File: src/hdl/rrts_pkg.sv
// types and constants for the round-robin thread scheduler
package rrts_pkg;

    localparam logic [2:0] REQ_SWITCH = 3'd0;
    localparam logic [2:0] REQ_CREATE = 3'd1;
    localparam logic [2:0] REQ_START  = 3'd2;
    localparam logic [2:0] REQ_EXIT   = 3'd3;
    localparam logic [2:0] REQ_SET    = 3'd4;

    localparam logic [2:0] ST_READY   = 3'd0;
    localparam logic [2:0] ST_RUNNING = 3'd1;
    localparam logic [2:0] ST_BLOCKED = 3'd2;
    localparam logic [2:0] ST_ZOMBIE  = 3'd3;
    localparam logic [2:0] ST_EMPTY   = 3'd4;

    localparam logic [1:0] STAT_OK       = 2'd0;
    localparam logic [1:0] STAT_FULL     = 2'd1;
    localparam logic [1:0] STAT_NO_READY = 2'd2;
    localparam logic [1:0] STAT_IGNORED  = 2'd3;

    typedef struct packed {
        logic [2:0]  req_type;
        logic [31:0] context_value;
        logic [31:0] stack_top_in;
        logic [3:0]  target_slot;
        logic [1:0]  new_state;
    } rrts_in_t;

    typedef struct packed {
        logic [1:0]  status;
        logic [3:0]  chosen_slot;
        logic [31:0] chosen_number;
        logic [31:0] next_context;
        logic [31:0] next_stack_top;
    } rrts_out_t;

endpackage

File: src/hdl/round_robin_thread_scheduler.sv
// round-robin thread scheduler: slot ring, request sequencer and ring walk
//
//  channel | direction | handshake         | payload
//  --------+-----------+-------------------+-----------
//  in      | input     | in_valid/in_ready | rrts_in_t
//  out     | output    | out_valid/out_ready | rrts_out_t
//
// one request at a time; a switch walks the ring one slot per cycle through a
// single shared slot-state compare and link-update step in the walk state; a
// create scans for a free slot one slot per cycle in the scan state; other
// requests pass through the decode and done states before the output handshake.
// reset marks every slot empty; links and payload stores need no reset.
// a stalled result holds in the output register; in_ready stays low until taken.
module round_robin_thread_scheduler
    import rrts_pkg::*;
#(
    parameter int MAX_THREADS   = 16,
    parameter int CONTEXT_WIDTH = 32
) (
    input  logic      clk,
    input  logic      rst_n,
    input  logic      in_valid,
    output logic      in_ready,
    input  rrts_in_t  in_data,
    output logic      out_valid,
    input  logic      out_ready,
    output rrts_out_t out_data
);

    localparam int SW = $clog2(MAX_THREADS);
    localparam int CW = (SW > 1) ? SW : 1;

    localparam logic [2:0] S_IDLE  = 3'd0;
    localparam logic [2:0] S_DECODE = 3'd1;
    localparam logic [2:0] S_WALK  = 3'd2;
    localparam logic [2:0] S_SCAN  = 3'd3;
    localparam logic [2:0] S_DONE  = 3'd4;
    localparam logic [2:0] S_OUT   = 3'd5;

    // slot tables
    logic [2:0]               state_reg [MAX_THREADS];
    logic [CW-1:0]            nlink_mem [MAX_THREADS];
    logic [CW-1:0]            plink_mem [MAX_THREADS];
    logic [CONTEXT_WIDTH-1:0] ctx_mem   [MAX_THREADS];
    logic [CONTEXT_WIDTH-1:0] top_mem   [MAX_THREADS];
    logic [31:0]              num_mem   [MAX_THREADS];

    logic [2:0]   fsm_reg;
    logic [CW-1:0] cur_reg;
    logic          empty_reg;
    logic [31:0]   counter_reg;
    rrts_in_t      req_reg;
    logic [CW-1:0] pos_reg;      // walk position or scan index
    logic [CW:0]   steps_reg;    // walk/scan step count
    logic          found_reg;
    rrts_out_t     out_reg;
    logic [1:0]    stat_reg;
    logic [CW-1:0] res_slot_reg;
    logic          zero_fields_reg;
    logic [3:0]    res_raw_slot_reg;

    function automatic logic [31:0] ext(input logic [CONTEXT_WIDTH-1:0] v);
        logic [63:0] w;
        w = 64'(v);
        return w[31:0];
    endfunction

    logic [CW-1:0] tgt_idx;
    logic          tgt_ok;
    assign tgt_idx = CW'(req_reg.target_slot);
    assign tgt_ok  = ({28'd0, req_reg.target_slot} < 32'(MAX_THREADS)) &&
                     (state_reg[tgt_idx] != ST_EMPTY);

    logic [2:0]    pst;
    logic [CW-1:0] pn, pp;
    assign pst = state_reg[pos_reg];
    assign pn  = nlink_mem[pos_reg];
    assign pp  = plink_mem[pos_reg];

    assign in_ready  = (fsm_reg == S_IDLE);
    assign out_valid = (fsm_reg == S_OUT);
    assign out_data  = out_reg;

    always_ff @(posedge clk or negedge rst_n) begin
        if (!rst_n) begin
            fsm_reg     <= S_IDLE;
            cur_reg     <= '0;
            empty_reg   <= 1'b1;
            counter_reg <= '0;
            for (int i = 0; i < MAX_THREADS; i++) begin
                state_reg[i] <= ST_EMPTY;
            end
        end else begin
            unique case (fsm_reg)
                S_IDLE: begin
                    if (in_valid) begin
                        req_reg <= in_data;
                        fsm_reg <= S_DECODE;
                    end
                end
                S_DECODE: begin
                    unique case (req_reg.req_type)
                        REQ_SWITCH: begin
                            res_slot_reg     <= cur_reg;
                            res_raw_slot_reg <= 4'(cur_reg);
                            if (empty_reg) begin
                                stat_reg        <= STAT_NO_READY;
                                zero_fields_reg <= 1'b1;
                                fsm_reg         <= S_DONE;
                            end else begin
                                stat_reg         <= STAT_OK;
                                zero_fields_reg  <= 1'b0;
                                ctx_mem[cur_reg] <=
                                    CONTEXT_WIDTH'(req_reg.context_value);
                                if (state_reg[cur_reg] == ST_RUNNING) begin
                                    state_reg[cur_reg] <= ST_READY;
                                end
                                pos_reg   <= nlink_mem[cur_reg];
                                steps_reg <= '0;
                                found_reg <= 1'b0;
                                fsm_reg   <= S_WALK;
                            end
                        end
                        REQ_CREATE: begin
                            stat_reg         <= STAT_OK;
                            zero_fields_reg  <= 1'b0;
                            res_slot_reg     <= cur_reg;
                            res_raw_slot_reg <= 4'(cur_reg);
                            pos_reg          <= '0;
                            steps_reg        <= '0;
                            fsm_reg          <= S_SCAN;
                        end
                        REQ_START, REQ_SET: begin
                            res_raw_slot_reg <= req_reg.target_slot;
                            res_slot_reg     <= tgt_idx;
                            fsm_reg          <= S_DONE;
                            if (!tgt_ok) begin
                                stat_reg        <= STAT_IGNORED;
                                zero_fields_reg <= 1'b1;
                            end else begin
                                stat_reg        <= STAT_OK;
                                zero_fields_reg <= 1'b0;
                                if (req_reg.req_type == REQ_SET) begin
                                    state_reg[tgt_idx] <= {1'b0, req_reg.new_state};
                                end else if (state_reg[tgt_idx] == ST_BLOCKED) begin
                                    state_reg[tgt_idx] <= ST_READY;
                                end
                            end
                        end
                        REQ_EXIT: begin
                            res_slot_reg     <= cur_reg;
                            res_raw_slot_reg <= 4'(cur_reg);
                            fsm_reg          <= S_DONE;
                            if (empty_reg) begin
                                stat_reg        <= STAT_IGNORED;
                                zero_fields_reg <= 1'b1;
                            end else begin
                                stat_reg           <= STAT_OK;
                                zero_fields_reg    <= 1'b0;
                                state_reg[cur_reg] <= ST_ZOMBIE;
                            end
                        end
                        default: begin
                            stat_reg         <= STAT_OK;
                            res_slot_reg     <= cur_reg;
                            res_raw_slot_reg <= '0;
                            zero_fields_reg  <= 1'b1;
                            fsm_reg          <= S_DONE;
                        end
                    endcase
                end
                S_WALK: begin
                    // one ring slot per cycle
                    if (found_reg || empty_reg ||
                        steps_reg == (CW+1)'(MAX_THREADS)) begin
                        if (found_reg) begin
                            cur_reg          <= pos_reg;
                            res_slot_reg     <= pos_reg;
                            res_raw_slot_reg <= 4'(pos_reg);
                        end else begin
                            stat_reg <= STAT_NO_READY;
                            if (!empty_reg && state_reg[cur_reg] == ST_EMPTY) begin
                                cur_reg          <= pos_reg;
                                res_slot_reg     <= pos_reg;
                                res_raw_slot_reg <= 4'(pos_reg);
                            end
                            zero_fields_reg <= empty_reg;
                        end
                        fsm_reg <= S_DONE;
                    end else begin
                        steps_reg <= steps_reg + 1'b1;
                        if (pst == ST_ZOMBIE || pst == ST_EMPTY) begin
                            state_reg[pos_reg] <= ST_EMPTY;
                            if (pn == pos_reg) begin
                                empty_reg <= 1'b1;
                            end else begin
                                nlink_mem[pp] <= pn;
                                plink_mem[pn] <= pp;
                                pos_reg       <= pn;
                            end
                        end else if (pst == ST_READY) begin
                            state_reg[pos_reg] <= ST_RUNNING;
                            found_reg          <= 1'b1;
                        end else begin
                            pos_reg <= pn;
                        end
                    end
                end
                S_SCAN: begin
                    if (steps_reg == (CW+1)'(MAX_THREADS)) begin
                        stat_reg         <= STAT_FULL;
                        zero_fields_reg  <= 1'b1;
                        res_raw_slot_reg <= '0;
                        fsm_reg          <= S_DONE;
                    end else if (pst == ST_EMPTY) begin
                        state_reg[pos_reg] <= ST_BLOCKED;
                        ctx_mem[pos_reg]   <= CONTEXT_WIDTH'(req_reg.context_value);
                        top_mem[pos_reg]   <= CONTEXT_WIDTH'(req_reg.stack_top_in);
                        num_mem[pos_reg]   <= counter_reg;
                        counter_reg        <= counter_reg + 32'd1;
                        res_slot_reg       <= pos_reg;
                        res_raw_slot_reg   <= 4'(pos_reg);
                        if (empty_reg) begin
                            nlink_mem[pos_reg] <= pos_reg;
                            plink_mem[pos_reg] <= pos_reg;
                            cur_reg            <= pos_reg;
                            empty_reg          <= 1'b0;
                        end else begin
                            nlink_mem[pos_reg]            <= nlink_mem[cur_reg];
                            plink_mem[pos_reg]            <= cur_reg;
                            plink_mem[nlink_mem[cur_reg]] <= pos_reg;
                            nlink_mem[cur_reg]            <= pos_reg;
                        end
                        fsm_reg <= S_DONE;
                    end else begin
                        pos_reg   <= pos_reg + 1'b1;
                        steps_reg <= steps_reg + 1'b1;
                    end
                end
                S_DONE: begin
                    out_reg.status      <= stat_reg;
                    out_reg.chosen_slot <= res_raw_slot_reg;
                    if (zero_fields_reg) begin
                        out_reg.chosen_number  <= '0;
                        out_reg.next_stack_top <= '0;
                    end else begin
                        out_reg.chosen_number  <= num_mem[res_slot_reg];
                        out_reg.next_stack_top <= ext(top_mem[res_slot_reg]);
                    end
                    // nothing ready: hand back the caller's own context
                    if (stat_reg == STAT_NO_READY) begin
                        out_reg.next_context <= req_reg.context_value;
                    end else if (zero_fields_reg) begin
                        out_reg.next_context <= '0;
                    end else begin
                        out_reg.next_context <= ext(ctx_mem[res_slot_reg]);
                    end
                    fsm_reg <= S_OUT;
                end
                S_OUT: begin
                    if (out_ready) begin
                        fsm_reg <= S_IDLE;
                    end
                end
                default: fsm_reg <= S_IDLE;
            endcase
        end
    end

    a_ready_idle: assert property (@(posedge clk) disable iff (!rst_n)
        in_ready |-> !out_valid)
        else $error("ready while result pending");
    a_accept_decode: assert property (@(posedge clk) disable iff (!rst_n)
        (in_valid && in_ready) |=> (fsm_reg == S_DECODE))
        else $error("accepted request not decoded");
    a_out_hold: assert property (@(posedge clk) disable iff (!rst_n)
        (out_valid && !out_ready) |=> (out_valid && $stable(out_reg)))
        else $error("stalled result changed");

endmodule
File: config.mk
export PLATFORM = sky130hd
export DESIGN_NAME = round_robin_thread_scheduler
export DESIGN_NICKNAME = d
export VERILOG_FILES = /design/src/hdl/rrts_pkg.sv /design/src/hdl/round_robin_thread_scheduler.sv
export SDC_FILE = /design/constraint.sdc
export NUM_CORES = 2
export LEC_CHECK = 0
export ABC_AREA = 1
export BUFFER_PORTS_ARGS = -buffer_cell sky130_fd_sc_hd__buf_2
export CAP_MARGIN = 20
export CELL_PAD_IN_SITES_DETAIL_PLACEMENT = 1
export CELL_PAD_IN_SITES_GLOBAL_PLACEMENT = 1
export CORE_MARGIN = 1.5
export CORE_UTILIZATION = 45
export DETAILED_ROUTE_END_ITERATION = 16
export PLACE_DENSITY = 0.67
export SETUP_SLACK_MARGIN = 0.02
export SYNTH_ARGS = -nofsm -noshare
export SYNTH_HDL_FRONTEND = slang
export SYNTH_SLANG_ARGS = --single-unit
File: constraint.sdc
create_clock -name clk -period 17.3 [get_ports clk]
set_input_delay 4.325 -clock clk [delete_from_list [all_inputs] [get_ports clk]]
set_output_delay 4.325 -clock clk [all_outputs]
set_load 0.01 [all_outputs]
==> impl_results.md <==
* Critical path depth at 8
* GP Congestion at 0.872
* Status: finished clean
* Reg clk slew, reported paths at 0.06 ns
* I/O Pins at 181
* Min cycle time layout at 7.39 ns
* Slowest stage cell on the critical path: o21ai_0
* Average wire per standard cell at 27.1 um
* Synth warnings at 0
* Internal power at 8.99 mW
* Worst path top cell family by delay: buffers and inverters
* Biggest regs: ctx_mem x512, num_mem x512, top_mem x512
* Data required time of the worst path at 17.79 ns
* Largest net degree at the start of global routing at 236
* Worst Tran Pin Value at 1.14 ns
* Crit-path most repeated cell: buf_4
* HPWL Detailed at 151000 um
* Crit path arrival time at 7.88 ns
* Root Driver: clkbuf_16
* Clk Latency, worst-skew pair at 0.85 ns
* Post-synth top area cell: edfxtp_1
* Syn Area/Cell at 11.7 um2
* Final worst-path cycle share at 42.7%
* Layout Nets at 7105
* Synth Flop Type: edfxtp_1
* Initial antenna violation count at 1
* Cts repair resizes at 0
* CP Capture Point: ctx_mem[6][26]
* Synth-to-layout area growth at 11.7%
* RSZ-0062 raised after global routing: no
* Reg2reg start: pos_reg[1]
* WHS at 0.449 ns
* Share of cells above drive strength 1 at 9.08%
* Setup violators final at 0
* Setup TNS at 0 ns
* Starting Density at 45.4%
* CTS tree: yes
* DR DRC count at 0
* Crit Path Max Fanout at 60
* CP Launch Type: input port
* Power density over the cells at 156 nW/um2
* Post-synthesis sequential element count at 1956
* FP Rows at 156
* CP Class: input port to flip-flop
* Via density at 6.07
* Relative slew slack at 23.9%
* Post-CTS Repair Setup Buffers at 0
* Cts hold-fix bufs at 0
* Synth Cell Area at 82100 um2
* First-pass GRT wire length at 385000 um
* Max Cap Viol at 0
* H-tree levels at 4
* Origin of the worst setup path: rst_n
* Worst reg2reg path depth at 17
* Synthesized instance count at 6993
* Fin. max-slew vios at 0
* Flop pwr share at 40.3%
* Via count at 58000
* Clock Skew at 0.0303 ns
* Max VDD drop at 0.119 mV
* Combinational share of power at 30.3%
* Cell variety after synth at 50
* # diodes at 0
* Syn nets at 7077
* Asr flop ratio synth at 4.50%
* Clk buf depth at 3
* Congestion Overflow GR at 0
* EDFF count, synth at 1860
* Clock Sink Count at 1956
* Synth top area share at 68.0%
* Ranking of synthesized cells by area: edfxtp_1 68%, o21ai_0 6.7%, nor2_1 5.0%
* CP Capture Type: flip-flop
* Lkg Pwr at 31.1 nW
* DRT iter0 DRCs at 5639
* Top cells by count, synth: 1860 x edfxtp_1, 1093 x nor2_1, 1092 x o21ai_0, 879 x nand2_1, 384 x clkbuf_1
* Die ar. at 185000 um2
* Fmax at 0.135 GHz
* Net Sw Power at 5.35 mW
* Critical Path Max Stage Delay at 0.65 ns
* Critical Path, Cell by Cell: buf_4 -> nand3_2 -> buf_4 -> inv_2 -> o21ai_0 -> nand3_1 -> nor2_4 -> buf_4
* Switching share of power at 37.3%
* Die height at 430 um
* Class of the worst hold path: flip-flop to flip-flop
* Clock network power share at 29.4%
* Most frequent cell after synthesis: edfxtp_1
* Final hold viol count at 0
* Buf+Inv Stages, Crit Path at 4
* RR Endpoint: ctx_mem[6][26]
* I/O Buffers at 180
* Die W at 430 um
* Vias in the first global route at 59400
* Post-synthesis sequential area ratio at 70.9%
* Routed Antenna Nets at 0
* Drt first pass iters at 6
* Routed Wire Length at 259000 um
* Core Area at 181000 um2
* CTS buffer count at 206
* R2R setup slack at 11.79 ns
* Global Route Usage Sum at 27.5%
[how the worst min path moves through the flow]
stage / depth (start not counted) / to / from / slack [ns]
3_5_place_dp: 0 / out_data[96] / res_raw_slot_reg[0] / 0.45
3_3_place_gp: 0 / out_data[99] / res_raw_slot_reg[3] / 0.46
2_1_floorplan: 0 / out_data[96] / res_raw_slot_reg[0] / 0.40
6_report: 0 / out_data[96] / res_raw_slot_reg[0] / 0.45
4_1_cts: 0 / out_data[99] / res_raw_slot_reg[3] / 0.46
5_1_grt: 0 / out_data[96] / res_raw_slot_reg[0] / 0.46
[layout by cell type, fill, tap and decap left out, types with 10 or more instances in the layout]
master	count
edfxtp_1	1860
clkinv_2	29
clkbuf_1	61
inv_2	10
clkinv_1	47
xor2_1	20
o221ai_1	254
nand4_1	32
nand3_1	375
nor2_2	10
nor2_1	1059
nor2_4	36
dfrtp_1	71
o21ai_0	1092
nand2_2	12
a22oi_1	26
a32o_1	20
o211ai_1	101
a21oi_1	161
buf_4	92
clkbuf_16	208
dfstp_2	17
o21ai_1	30
inv_1	211
o22ai_1	146
bufinv_16	10
nor3_1	26
buf_2	179
xnor2_1	12
nand2_1	879
[worst register-to-register path, stage by stage, from the launching register on]
cell      delay, ns
edfxtp_1       0.36
buf_4          0.26
inv_2          0.08
buf_4          0.62
nand3_1        0.24
nand2_1        0.15
nand2_1        0.07
nand2_1        0.09
nor2_2         0.08
nand2_1        0.09
nor2_2         0.08
nand3_2        0.06
buf_4          0.61
inv_2          0.22
o21ai_0        0.66
nand3_1        0.43
nor2_4         0.61
buf_4          0.44
[logic make-up (layout without fill, tap and decap cells)]
group	count (synthesis)	count (layout)	synth area share, %
and+or+nand+nor	2450	2450	12.1
DFF	1956	1956	70.9
AOI/OAI and AO/OA	1856	1856	13.3
buffers and inverters	692	880	3.28
xor gates and xnor gates	32	32	0.341
adders and majority gates	7	7	0.107
[metal layers]
| metal | part of all wire, % | vias up | GRT usage [%] |
|---|---|---|---|
| met5 | 0 | - | 0 |
| met4 | 3.3 | 0 | 9.39 |
| met3 | 5.4 | 407 | 3.46 |
| met2 | 48 | 1937 | 45.1 |
| met1 | 43 | 29900 | 38.1 |
| li1 | - | 25700 | - |
[power by group through the flow]
stage / clock network [mW] / registers [mW] / logic (mW)
floorplan: 0 / 5.76 / 2.73
global placement: 0 / 5.86 / 4.16
detailed placement: 0 / 5.87 / 4.30
CTS: 4.27 / 5.78 / 4.32
global route: 4.43 / 5.80 / 4.72
finish: 4.22 / 5.78 / 4.34
[final cells by class]
cell class / count / area (um2)
clock buffer: 274 / 5500
clock inverter: 94 / 797
fill: 18600 / 89200
inverter: 231 / 893
multi-input combinational: 4345 / 21500
sequential: 1956 / 58200
tap: 2370 / 2970
timing repair buffer: 281 / 1830
[metrics by stage]
stage	area [um2]	util [%]	worst slack, ns	cells	power, mW
2_1_floorplan	82100	-	2.12	6993	8.48
3_3_place_gp	85300	47.1	9.07	9177	10.0
3_5_place_dp	85400	47.2	9.06	9181	10.2
4_1_cts	91700	50.7	9.96	9549	14.4
5_1_grt	91700	50.7	9.75	9551	14.9
6_report	91700	50.7	9.91	9551	14.3
No activity file was read; power rests on OpenSTA's default activity.
